### src/design/pwft_pkg.sv
// Package: shared constants, codes and types of the pulse width frame transmitter.
`timescale 1ns / 1ps

package pwft_pkg;

    localparam int MSG_BYTES     = 128;
    localparam int MSG_ADDR_W    = $clog2(MSG_BYTES);
    localparam int WORD_BITS     = 10;
    localparam int STOP_BITS     = 3;
    localparam int PREAMBLE_BITS = 7;
    localparam int BIT_CNT_W     = 4;
    localparam int TICK_W        = 8;
    localparam int WORD_CNT_W    = 9;
    localparam int CFG_IDX_W     = 3;

    localparam logic [BIT_CNT_W-1:0] STOP_LIMIT  = BIT_CNT_W'(STOP_BITS);
    localparam logic [BIT_CNT_W-1:0] PRE_LIMIT   = BIT_CNT_W'(PREAMBLE_BITS);
    localparam logic [BIT_CNT_W-1:0] WORD_LIMIT  = BIT_CNT_W'(WORD_BITS + STOP_BITS);

    typedef enum logic [1:0] {
        MODE_LOAD  = 2'd0,
        MODE_START = 2'd1,
        MODE_TICK  = 2'd2
    } mode_t;

    typedef enum logic [1:0] {
        PH_STOP = 2'd0,
        PH_PRE  = 2'd1,
        PH_DATA = 2'd2
    } phase_t;

    typedef enum logic [CFG_IDX_W-1:0] {
        CFG_BIT_TICKS   = 3'd0,
        CFG_SHORT_HIGH  = 3'd1,
        CFG_LONG_HIGH   = 3'd2,
        CFG_PRE_TICKS   = 3'd3,
        CFG_STOP_HIGH   = 3'd4
    } cfg_idx_t;

    // Write request into the message store
    typedef struct packed {
        logic                  en;
        logic [MSG_ADDR_W-1:0] addr;
        logic [7:0]            data;
    } store_wr_t;

endpackage

### src/design/pulse_width_frame_transmitter.sv
// Top level: request pipeline, frame sequencer, config registers and result register.
//
//  channel | signals                                         | direction
//  --------+-------------------------------------------------+----------
//  in      | in_valid in_ready mode byte_index byte_value    | to block
//          | word_total                                      |
//  out     | out_valid out_ready tx_level frame_done busy_res| from block
//  cfg     | cfg_valid cfg_ready cfg_index cfg_data          | to block
//
// One request per cycle sustained while the result is taken; a request passes
// the input register, then the sequencer logic into the result register.
// Reset clears all control state and loads the register defaults; the
// message store is not cleared. A stalled result holds the result register
// and the input register; while the result waits, the input accepts a new
// request only as long as the input register is empty.
`timescale 1ns / 1ps

module pulse_width_frame_transmitter
    import pwft_pkg::*;
(
    input  logic                  clk,
    input  logic                  rst_n,
    input  logic                  in_valid,
    output logic                  in_ready,
    input  logic [1:0]            mode,
    input  logic [6:0]            byte_index,
    input  logic [7:0]            byte_value,
    input  logic [8:0]            word_total,
    output logic                  out_valid,
    input  logic                  out_ready,
    output logic                  tx_level,
    output logic                  frame_done,
    output logic                  busy_res,
    input  logic                  cfg_valid,
    output logic                  cfg_ready,
    input  logic [CFG_IDX_W-1:0]  cfg_index,
    input  logic [7:0]            cfg_data
);

    // Input register
    logic                  s1_valid_reg;
    logic [1:0]            s1_mode_reg;
    logic [6:0]            s1_index_reg;
    logic [7:0]            s1_value_reg;
    logic [8:0]            s1_total_reg;

    // Result register
    logic                  out_valid_reg;
    logic                  tx_level_reg;
    logic                  frame_done_reg;
    logic                  busy_res_reg;

    // Config registers
    logic [TICK_W-1:0]     bit_ticks_reg;
    logic [TICK_W-1:0]     short_high_reg;
    logic [TICK_W-1:0]     long_high_reg;
    logic [TICK_W-1:0]     pre_ticks_reg;
    logic [TICK_W-1:0]     stop_high_reg;

    // Sequencer state
    phase_t                phase_reg, phase_next;
    logic [TICK_W-1:0]     tick_cnt_reg, tick_cnt_next;
    logic [BIT_CNT_W-1:0]  bit_cnt_reg, bit_cnt_next;
    logic [WORD_CNT_W-1:0] word_cnt_reg, word_cnt_next;
    logic [WORD_CNT_W-1:0] frame_words_reg, frame_words_next;
    logic                  sending_reg, sending_next;

    logic                  advance;
    logic                  do_step;
    logic                  do_tick;
    logic                  lvl;
    logic                  done;
    logic [TICK_W-1:0]     tick_limit;
    logic [BIT_CNT_W-1:0]  bit_limit;
    logic                  tick_wrap;
    logic                  bit_wrap;
    logic                  word_wrap;
    logic [BIT_CNT_W-1:0]  data_idx;
    logic [WORD_BITS-1:0]  send_word;
    store_wr_t             store_wr;

    assign advance   = !out_valid_reg || out_ready;
    assign in_ready  = !s1_valid_reg || advance;
    assign do_step   = s1_valid_reg && advance;
    assign do_tick   = do_step && (s1_mode_reg == MODE_TICK) && sending_reg;
    assign cfg_ready = 1'b1;

    assign out_valid  = out_valid_reg;
    assign tx_level   = tx_level_reg;
    assign frame_done = frame_done_reg;
    assign busy_res   = busy_res_reg;

    always_ff @(posedge clk or negedge rst_n)
    begin
        if (!rst_n)
        begin
            s1_valid_reg <= 1'b0;
        end
        else if (in_ready)
        begin
            s1_valid_reg <= in_valid;
        end
    end

    always_ff @(posedge clk)
    begin
        if (in_valid && in_ready)
        begin
            s1_mode_reg  <= mode;
            s1_index_reg <= byte_index;
            s1_value_reg <= byte_value;
            s1_total_reg <= word_total;
        end
    end

    always_ff @(posedge clk or negedge rst_n)
    begin
        if (!rst_n)
        begin
            bit_ticks_reg  <= 8'd8;
            short_high_reg <= 8'd2;
            long_high_reg  <= 8'd4;
            pre_ticks_reg  <= 8'd4;
            stop_high_reg  <= 8'd2;
        end
        else if (cfg_valid && cfg_ready)
        begin
            unique case (cfg_idx_t'(cfg_index))
                CFG_BIT_TICKS:  bit_ticks_reg  <= cfg_data;
                CFG_SHORT_HIGH: short_high_reg <= cfg_data;
                CFG_LONG_HIGH:  long_high_reg  <= cfg_data;
                CFG_PRE_TICKS:  pre_ticks_reg  <= cfg_data;
                CFG_STOP_HIGH:  stop_high_reg  <= cfg_data;
                default: ;
            endcase
        end
    end

    // Store writes only while idle; the read follows the current word position
    always_comb
    begin
        store_wr.en   = do_step && (s1_mode_reg == MODE_LOAD) && !sending_reg;
        store_wr.addr = s1_index_reg[MSG_ADDR_W-1:0];
        store_wr.data = s1_value_reg;
    end

    pwft_msg_store u_store (
        .clk       (clk),
        .wr        (store_wr),
        .rd_addr   (word_cnt_reg[MSG_ADDR_W:1]),
        .word_odd  (word_cnt_reg[0]),
        .send_word (send_word)
    );

    // Period, bit-count and word-count wrap detection
    always_comb
    begin
        tick_limit = (phase_reg == PH_PRE) ? pre_ticks_reg : bit_ticks_reg;
        unique case (phase_reg)
            PH_STOP: bit_limit = STOP_LIMIT;
            PH_PRE:  bit_limit = PRE_LIMIT;
            default: bit_limit = WORD_LIMIT;
        endcase
        tick_wrap = ({1'b0, tick_cnt_reg} + 9'd1) >= {1'b0, tick_limit};
        bit_wrap  = ({1'b0, bit_cnt_reg} + 5'd1) >= {1'b0, bit_limit};
        word_wrap = ({1'b0, word_cnt_reg} + 10'd1) >= {1'b0, frame_words_reg};
    end

    // Next state
    always_comb
    begin
        phase_next       = phase_reg;
        tick_cnt_next    = tick_cnt_reg;
        bit_cnt_next     = bit_cnt_reg;
        word_cnt_next    = word_cnt_reg;
        frame_words_next = frame_words_reg;
        sending_next     = sending_reg;
        done             = 1'b0;

        if (do_step && (s1_mode_reg == MODE_START) && !sending_reg)
        begin
            sending_next     = 1'b1;
            frame_words_next = s1_total_reg;
            phase_next       = PH_STOP;
            tick_cnt_next    = '0;
            bit_cnt_next     = '0;
            word_cnt_next    = '0;
        end
        else if (do_tick)
        begin
            tick_cnt_next = tick_wrap ? '0 : tick_cnt_reg + 8'd1;
            if (tick_wrap)
            begin
                bit_cnt_next = bit_wrap ? '0 : bit_cnt_reg + 4'd1;
                if (bit_wrap)
                begin
                    unique case (phase_reg)
                        PH_STOP: phase_next = PH_PRE;
                        PH_PRE:  phase_next = PH_DATA;
                        default:
                        begin
                            if (word_wrap)
                            begin
                                // Frame complete: drop back to idle
                                done          = 1'b1;
                                sending_next  = 1'b0;
                                word_cnt_next = '0;
                                phase_next    = PH_STOP;
                            end
                            else
                            begin
                                word_cnt_next = word_cnt_reg + 9'd1;
                            end
                        end
                    endcase
                end
            end
        end
    end

    // Line level for this tick
    always_comb
    begin
        data_idx = bit_cnt_reg - STOP_LIMIT;
        lvl      = 1'b0;
        if (do_tick)
        begin
            unique case (phase_reg)
                PH_STOP: lvl = (tick_cnt_reg < stop_high_reg) && (bit_cnt_reg == '0);
                PH_PRE:  lvl = tick_cnt_reg < short_high_reg;
                default:
                begin
                    if (bit_cnt_reg < STOP_LIMIT)
                    begin
                        lvl = (bit_cnt_reg == '0) && (tick_cnt_reg < short_high_reg);
                    end
                    else
                    begin
                        lvl = (tick_cnt_reg < short_high_reg) ||
                              ((tick_cnt_reg < long_high_reg) && !send_word[data_idx]);
                    end
                end
            endcase
        end
    end

    always_ff @(posedge clk or negedge rst_n)
    begin
        if (!rst_n)
        begin
            phase_reg       <= PH_STOP;
            tick_cnt_reg    <= '0;
            bit_cnt_reg     <= '0;
            word_cnt_reg    <= '0;
            frame_words_reg <= '0;
            sending_reg     <= 1'b0;
            out_valid_reg   <= 1'b0;
        end
        else
        begin
            phase_reg       <= phase_next;
            tick_cnt_reg    <= tick_cnt_next;
            bit_cnt_reg     <= bit_cnt_next;
            word_cnt_reg    <= word_cnt_next;
            frame_words_reg <= frame_words_next;
            sending_reg     <= sending_next;
            if (advance)
            begin
                out_valid_reg <= s1_valid_reg;
            end
        end
    end

    always_ff @(posedge clk)
    begin
        if (do_step)
        begin
            tx_level_reg   <= lvl;
            frame_done_reg <= done;
            busy_res_reg   <= sending_next;
        end
    end

`ifndef NO_ASSERTIONS
    a_done_not_busy: assert property (@(posedge clk) disable iff (!rst_n)
        out_valid_reg && frame_done_reg |-> !busy_res_reg)
        else $error("frame end reported while still busy");

    a_idle_cleared: assert property (@(posedge clk) disable iff (!rst_n)
        !sending_reg |-> (tick_cnt_reg == '0) && (bit_cnt_reg == '0) &&
                         (word_cnt_reg == '0) && (phase_reg == PH_STOP))
        else $error("counters not cleared while idle");

    a_bit_bound: assert property (@(posedge clk) disable iff (!rst_n)
        (phase_reg == PH_PRE) || (bit_cnt_reg < WORD_LIMIT))
        else $error("bit counter out of range");

    a_store_idle: assert property (@(posedge clk) disable iff (!rst_n)
        store_wr.en |-> !sending_reg && !sending_next)
        else $error("store written during a frame");
`endif

endmodule

### src/design/pwft_msg_store.sv
// Message store: byte memory with registered read and word assembly with parity.
`timescale 1ns / 1ps

module pwft_msg_store
    import pwft_pkg::*;
(
    input  logic                  clk,
    input  store_wr_t             wr,
    input  logic [MSG_ADDR_W-1:0] rd_addr,
    input  logic                  word_odd,
    output logic [WORD_BITS-1:0]  send_word
);

    logic [7:0] store_mem [MSG_BYTES];
    logic [7:0] rd_data_reg;
    logic       par_odd;
    logic [1:0] par_bits;

    always_ff @(posedge clk)
    begin
        if (wr.en)
        begin
            store_mem[wr.addr] <= wr.data;
        end
        rd_data_reg <= store_mem[rd_addr];
    end

    // Odd word positions carry the complemented parity code
    always_comb
    begin
        par_odd = ^rd_data_reg;
        if (word_odd)
        begin
            par_bits = par_odd ? 2'd1 : 2'd3;
        end
        else
        begin
            par_bits = par_odd ? 2'd2 : 2'd0;
        end
        send_word = {par_bits, rd_data_reg};
    end

endmodule

### config.mk
export PLATFORM = sky130hd
export DESIGN_NAME = pulse_width_frame_transmitter
export DESIGN_NICKNAME = d
export VERILOG_FILES = /design/src/design/pwft_pkg.sv /design/src/design/pulse_width_frame_transmitter.sv /design/src/design/pwft_msg_store.sv
export SDC_FILE = /design/constraint.sdc
export NUM_CORES = 1
export LEC_CHECK = 0
export BUFFER_PORTS_ARGS = -buffer_cell sky130_fd_sc_hd__buf_2
export CAP_MARGIN = 25
export CORE_MARGIN = 1
export CORE_UTILIZATION = 60
export DETAILED_ROUTE_END_ITERATION = 12
export PLACE_DENSITY = 0.76
export SLEW_MARGIN = 5
export SYNTH_ARGS = -nofsm -noshare
export SYNTH_HDL_FRONTEND = slang
export SYNTH_SLANG_ARGS = --single-unit
export TNS_END_PERCENT = 100
### constraint.sdc
create_clock -name clk -period 3.8 [get_ports clk]
set_input_delay 0 -clock clk [delete_from_list [all_inputs] [get_ports clk]]
set_output_delay 0 -clock clk [all_outputs]
set_load 0.02 [all_outputs]
==> impl_metrics.toml, run 1 <==
[die]
start_util = 0.609
coreArea_um2 = 74700
die_area_um2 = 77000
rows = 100
ios = 48
fp.dieW_um = 277
die_y_um = 277

[yosys]
yosysSeqAreaShare = 0.740
async_reset_ff_frac = 0.0660
synth_area_leaders = "edfxtp_1 (69%), mux4_2 (13%), dfrtp_1 (3.8%)"
yosysTopAreaCellShare = 0.695
syn_inst = 2365
yosysWarnings = 0
netlist_area_um2 = 45500
postSynthAreaPerCell_um2 = 19.2
syn-num-nets = 2452
synth-edff-count = 1053
synth_top_cell_by_area = "edfxtp_1"
ys_ff_latch = 1136
synth_flop_cell = "edfxtp_1"
ys_types = 63

[cts]
htreeDepth = 3
cts_buffer_depth = 3
postCtsSetupBuffers = 0
cts_buffers = 109
ctsResizeCount = 0
cts_tree = "yes"
cts.sinks = 1136
clk_latency_ns = 0.69
clk_pin_slew_ns = 0.06
cts_root_buffer = "clkbuf_16"
cts-hold-fix-buffers = 54

[routing]
routed_via_density = 6.66
wl_per_cell_um = 29.7
drt_drc_violations_left = 0
num_vias = 23935
wirelength_mm = 107
postRouteAntennaNets = 0
drtIter0Drc = 2850
firstDrtPassIters = 6

[global_routing]
grt_max_degree = 138
grt_pass1_vias = 24513
antenna_found_initial = 0
grt_util_all_layers = 0.282
grt_pass1_wl_mm = 159
globalRouteOverflowTotal = 0

[power]
power_mw = 26.1
p_int_mw = 20.5
seq_power_share = 0.537
clkPwrFrac = 0.417
powerDensity_nw_per_um2 = 510
ir_drop_mv = 0.382
switching_share = 0.214
p_switching_mw = 5.59
power.leakage_nw = 16.1
comb_power_share = 0.046

[timing]
fmax_ghz = 0.289
rsz0062_at_grt = "false"
max_slew_margin = 0.286
timing.final.ws_setup_ns = 0.337
worst_slew_pin_slew_ns = 1.07
setup_viol = 0
hold_viol_final = 0
tns_ns = 0
slew_violations = 0
post-route-min-period_ns = 3.46
finalClockSkew_ns = 0.0204
fin_crit_sh = 0.911

[worst_setup_path]
worst-path-buf-inv = 0
cp_slowest_cell = "o31ai_1"
path_cells = "nor2_1, mux2_2, ha_1, nand2b_1, a21o_1, a211oi_1, o31ai_1, nand4_1, o21a_1, o22a_1"
path_class = "flip-flop to flip-flop"
max_stage_delay_ns = 0.67
cp_max_fo = 10
start_kind = "flip-flop"
worstSetupEndpointType = "flip-flop"
worstPathArrival_ns = 3.91
critical_path_required_ns = 4.25
cp_top_family = "compound AO/OA/AOI/OAI gates"

[cells_and_area]
fillCellCount = 4453
register_area_um2 = 33700
multi_input_area_um2 = 11100
fin_nets = 2622
top_register = "u_store.store_mem"
drive_gt1_frac = 0.234
diodes = 0
largest_register_ffs = 1024
area_growth_pct = 12.5
stdcell_count = 3592

[run]
cap_violations = 0

[run_status]
status = "finished clean"

[placement]
pre_cts_ws_ns = 0.410
hpwl_mm = 62.3
place_inst = 3338
gp_congestion = 0.884
io_buffers = 46

[worst_hold_path]
hp-class = "input pin to flip-flop"
routing by layer:
layer	global-route usage	wire, um
met2	0.455	52600
met3	0.0526	9280
met1	0.383	40200
met5	0	0
met4	0.115	4420
final cells by class:
| type | instances | area share |
|---|---|---|
| clock inverters | 67 | 0.0138 |
| inverters | 41 | 0.00300 |
| flip-flops and latches | 1136 | 0.657 |
| multi-input cells | 1069 | 0.217 |
| repair buffers | 178 | 0.0294 |
| well taps | 969 | 0.0237 |
| clock buffers | 132 | 0.0560 |
layout by cell type, fill, tap and decap left out, drive strengths merged, types with 24 or more instances in the layout:
master and instances:
nor2b 24, dfrtp 70, a21oi 38, ha 45, mux2 50, edfxtp 1053
clkinv 45, nand3 32, inv 46, buf 125, nand2 114, clkbuf 132
mux4 261, dlygate4sd3 53, mux2i 61, nor2 153, o21ai 75
metrics by stage:
step	instance area, um2	utilization	hold WS (ns)
final	51200	0.686	0.0224
after global routing	51200	0.686	0.0237
after CTS	51200	0.685	0.00412
after detailed placement	47100	0.630	0.0266
after global placement	47100	0.630	0.0259
after floorplan	45500	-	-0.296
logic make-up (layout without fill, tap and decap cells):
group | Yosys count | in the layout | share of synthesized area
and+or+nand+nor | 399 | 399 | 0.0394
muxes | 372 | 372 | 0.155
DFF | 1136 | 1136 | 0.740
other | 1 | 1 | 0.0000824
adders and majority gates | 45 | 45 | 0.0124
AOI/OAI and AO/OA | 232 | 232 | 0.0330
buffers and inverters | 160 | 418 | 0.0168
xor gates and xnor gates | 20 | 20 | 0.00385
path summary, 6_finish.rpt:
| path | startpoint | endpoint | slack [ns] | cells after the start |
|---|---|---|---|---|
| max | phase_reg[1]$_DFFE_PN0P_ | busy_res$_DFFE_PP_ | 0.34 | 10 |
| min | word_total[1] | s1_total_reg[1]$_DFFE_PP_ | 0.02 | 2 |
| max reg2reg | phase_reg[1]$_DFFE_PN0P_ | busy_res$_DFFE_PP_ | 0.34 | 10 |
| min reg2reg | s1_total_reg[7]$_DFFE_PP_ | frame_words_reg[7]$_DFFE_PN0P_ | 0.47 | 2 |
| max in group asynchronous | rst_n | pre_ticks_reg[1]$_DFFE_PN0P_ | 2.68 | 4 |
| min in group asynchronous | rst_n | frame_words_reg[0]$_DFFE_PN0P_ | 0.45 | 4 |
power by group through the flow:
stage / Clock, mW / Combinational (mW) / Sequential [mW]
2_1_floorplan: 0 / 0.621 / 14.3
3_3_place_gp: 0 / 1.07 / 14.3
3_5_place_dp: 0 / 1.12 / 14.3
4_1_cts: 11.0 / 1.18 / 14.0
5_1_grt: 11.4 / 1.31 / 14.0
6_report: 10.9 / 1.20 / 14.0
worst reg2reg max path: cells and delay by family, from the launching register on:
kind / cells / cell delay [ns]
AOI/OAI and AO/OA: 5 / 1.29
and+or+nand+nor: 3 / 0.79
DFF: 1 / 0.49
muxes: 1 / 0.40
adders and majority gates: 1 / 0.27
cell usage after synthesis (23+ instances only):
cell      number
a21oi_1       38
buf_2         26
buf_4         23
clkbuf_1      57
dfrtp_1       70
edfxtp_1    1053
ha_1          45
inv_1         39
mux2_2        50
mux2i_1       61
mux4_2       261
nand2_1      114
nand3_1       32
nor2_1       153
nor2b_1       24
nor3_1        23
o21ai_0       74
Power figures use the tool's default switching activity.
==> inputs of run 2 (changes only) <==
- SYNTH_HIERARCHICAL: unset -> 1
==> run 2 against run 1 <==
  * Combinational power about the same
  * Flip-flop and latch count unchanged
  * Die area down 0.80%
  * Setup slack better by 0.042 ns
  * Non-clock buffer count up 119
  * Utilization up 1.5 points
  * Sequential power about the same
  * Maximum frequency up 1.2%
  * Routed wire length down 3.1%
  * Register-to-register slack better by 0.04 ns
  * Critical path type unchanged
  * Largest cell class unchanged
  * Largest power group unchanged
==> impl_metrics.toml, run 2 <==
[power]
power.leakage_nw = 16.8
powerDensity_nw_per_um2 = 502
ir_drop_mv = 0.433

[cts]
clk_pin_slew_ns = 0.06
cts_tree = "yes"
cts-hold-fix-buffers = 60
cts_buffers = 110
cts.sinks = 1136
cts_buffer_depth = 3
cts_root_buffer = "clkbuf_16"
clk_latency_ns = 0.69
htreeDepth = 3
postCtsSetupBuffers = 0
ctsResizeCount = 0

[worst_setup_path]
cp_top_family = "compound AO/OA/AOI/OAI gates"
worstPathArrival_ns = 3.99
worstSetupStartpoint = "phase_reg[1]$_DFFE_PN0P_"
cp_max_fo = 11
rrSetupSlack_ns = 0.38
worst-path-buf-inv = 2
max_stage_delay_ns = 0.53
path_class = "flip-flop to flip-flop"
start_kind = "flip-flop"
critical_path_required_ns = 4.37
path_cells = "nor2b_1, buf_4, mux2_2, ha_1, nor3b_1, o21ai_0, a211oi_1, buf_4, a311oi_2, a21oi_1, mux2_2"
crit_cells = 11
r2r-start = "phase_reg[1]$_DFFE_PN0P_"
cp_slowest_cell = "a311oi_2"
worstSetupEndpointType = "flip-flop"
reg2reg_depth = 11

[yosys]
syn_inst = 2138
ys_types = 56
synth-edff-count = 1053
synth_area_leaders = "edfxtp_1 (70%), mux4_2 (17%), dfrtp_1 (3.9%)"
syn-num-nets = 2225
synthSimpleGateAreaFrac = 0.0307
yosysTopAreaCellShare = 0.700
synth_flop_cell = "edfxtp_1"
synthXorXnorAreaFrac = 0.00466
yosys.area_share.adder = 0.0125
yosysWarnings = 6
ys_ff_latch = 1136
synth_most_common_cell = "edfxtp_1"
synth_compound_area_frac = 0.0138
yosysSeqAreaShare = 0.746
synth_top_family_by_area = "multiplexers"
postSynthAreaPerCell_um2 = 21.1
synth_top_cell_by_area = "edfxtp_1"
synthTopCellsByCount = "edfxtp_1 (1053), mux4_2 (338), nor2_1 (138)"
muxShareOfSynthArea = 0.178
async_reset_ff_frac = 0.0660
netlist_area_um2 = 45200

[global_routing]
grt_pass1_vias = 23574
antenna_found_initial = 3
grt_util_all_layers = 0.276
grtUsageMet3 = 0.0537
grt_util_met2 = 0.441
grt-busiest-layer = "met2"
grt_pass1_wl_mm = 153
grt_max_degree = 129
globalRouteOverflowTotal = 0
use_met1 = 0.387

[timing]
fmax_ghz = 0.292
worst_slew_pin_slew_ns = 1.03
slew_violations = 0
setup_viol = 0
post-route-min-period_ns = 3.42
finalClockSkew_ns = 0.0479
timing.final.ws_setup_ns = 0.379
max_slew_margin = 0.316
hold_viol_final = 0
rsz0062_at_grt = "false"
tns_ns = 0
fin_crit_sh = 0.900

[routing]
postRouteAntennaNets = 0
routed_via_density = 6.59
num_vias = 23070
firstDrtPassIters = 5
wirelength_mm = 103
drt_drc_violations_left = 0
wl_per_cell_um = 29.5
drtIter0Drc = 2852

[die]
die_area_um2 = 76400
ios = 48
fp.dieW_um = 276
rows = 100
coreArea_um2 = 74400
start_util = 0.607
die_y_um = 276

[run_status]
status = "finished clean"

[cells_and_area]
fillCellCount = 4245
area_growth_pct = 15.5
register_area_um2 = 33700
mostFrequentLayoutCell = "edfxtp_1"
largest_register_ffs = 1024
most-common-layout-cells = "edfxtp_1 (1053), mux4_2 (338), buf_4 (168)"
fin_nets = 2528
multi_input_area_um2 = 10900
top_register = "u_store/store_mem"
drive_gt1_frac = 0.309
diodes = 0

[placement]
hpwl_mm = 59.9
gp_congestion = 0.871
pre_cts_ws_ns = 0.491
io_buffers = 46

[run]
cap_violations = 0

[worst_hold_path]
hold_depth = 2
hp-start = "word_total[6]"
hp-class = "input pin to flip-flop"
==> run 2: cell types whose count changed in the layout (fill, tap and decap cells not counted), moves of 11 or more <==
cell     delta
buf_4     +101
mux4_2     +77
mux2i_1    -49
nand2_1    -46
o21ai_0    -34
a21oi_1    -22
mux2_2     -21
a22oi_1    -15
nor2_1     -15
nor3_1     -13
buf_12     +12
a31oi_1    -11
==> run 2: per-stage QoR <==
stage                     utilization  instances  instance area (um2)  total power, mW  hold WS [ns]
after floorplan                     -       2138                45200             15.0        -0.296
after global placement          0.643       3236                47900             15.3         0.176
after detailed placement        0.643       3236                47900             15.4         0.178
after CTS                       0.700       3498                52100             26.3       0.00119
after global routing            0.700       3500                52100             26.9        0.0166
final                           0.700       3500                52100             26.2        0.0255
==> run 2: worst paths after layout <==
kind,endpoint
worst max-delay path,word_cnt_reg[0]$_DFFE_PN0P_
worst min-delay path,s1_total_reg[6]$_DFFE_PP_
worst max register to register,word_cnt_reg[0]$_DFFE_PN0P_
worst min register to register,frame_words_reg[4]$_DFFE_PN0P_
max in group asynchronous,long_high_reg[2]$_DFFE_PN1P_
min in group asynchronous,short_high_reg[7]$_DFFE_PN0P_
==> run 2: logic make-up after synthesis <==
logic type | Yosys count
buffers and inverters | 149
and+or+nand+nor | 308
AOI/OAI and AO/OA | 96
other | 1
DFF | 1136
muxes | 379
adders and majority gates | 45
xor gates and xnor gates | 24
==> run 2: metal layers <==
| layer | part of all wire | wire (um) |
|---|---|---|
| met1 | 0.39 | 40000 |
| met2 | 0.49 | 50900 |
| met3 | 0.088 | 9130 |
| met4 | 0.031 | 3190 |
| met5 | 0.00026 | 27 |
==> run 2: area by class of cell <==
type / count / share of cell area
inverters: 43 / 0.00310
flip-flops and latches: 1136 / 0.646
clock buffers: 139 / 0.0559
multi-input cells: 853 / 0.209
well taps: 969 / 0.0233
repair buffers: 297 / 0.0492
clock inverters: 63 / 0.0140
==> run 2: power by group <==
part           internal, mW  switching (mW)  total, mW
clock                  6.32            4.62       10.9
combinational         0.456           0.748       1.20
sequential             13.9           0.132       14.0
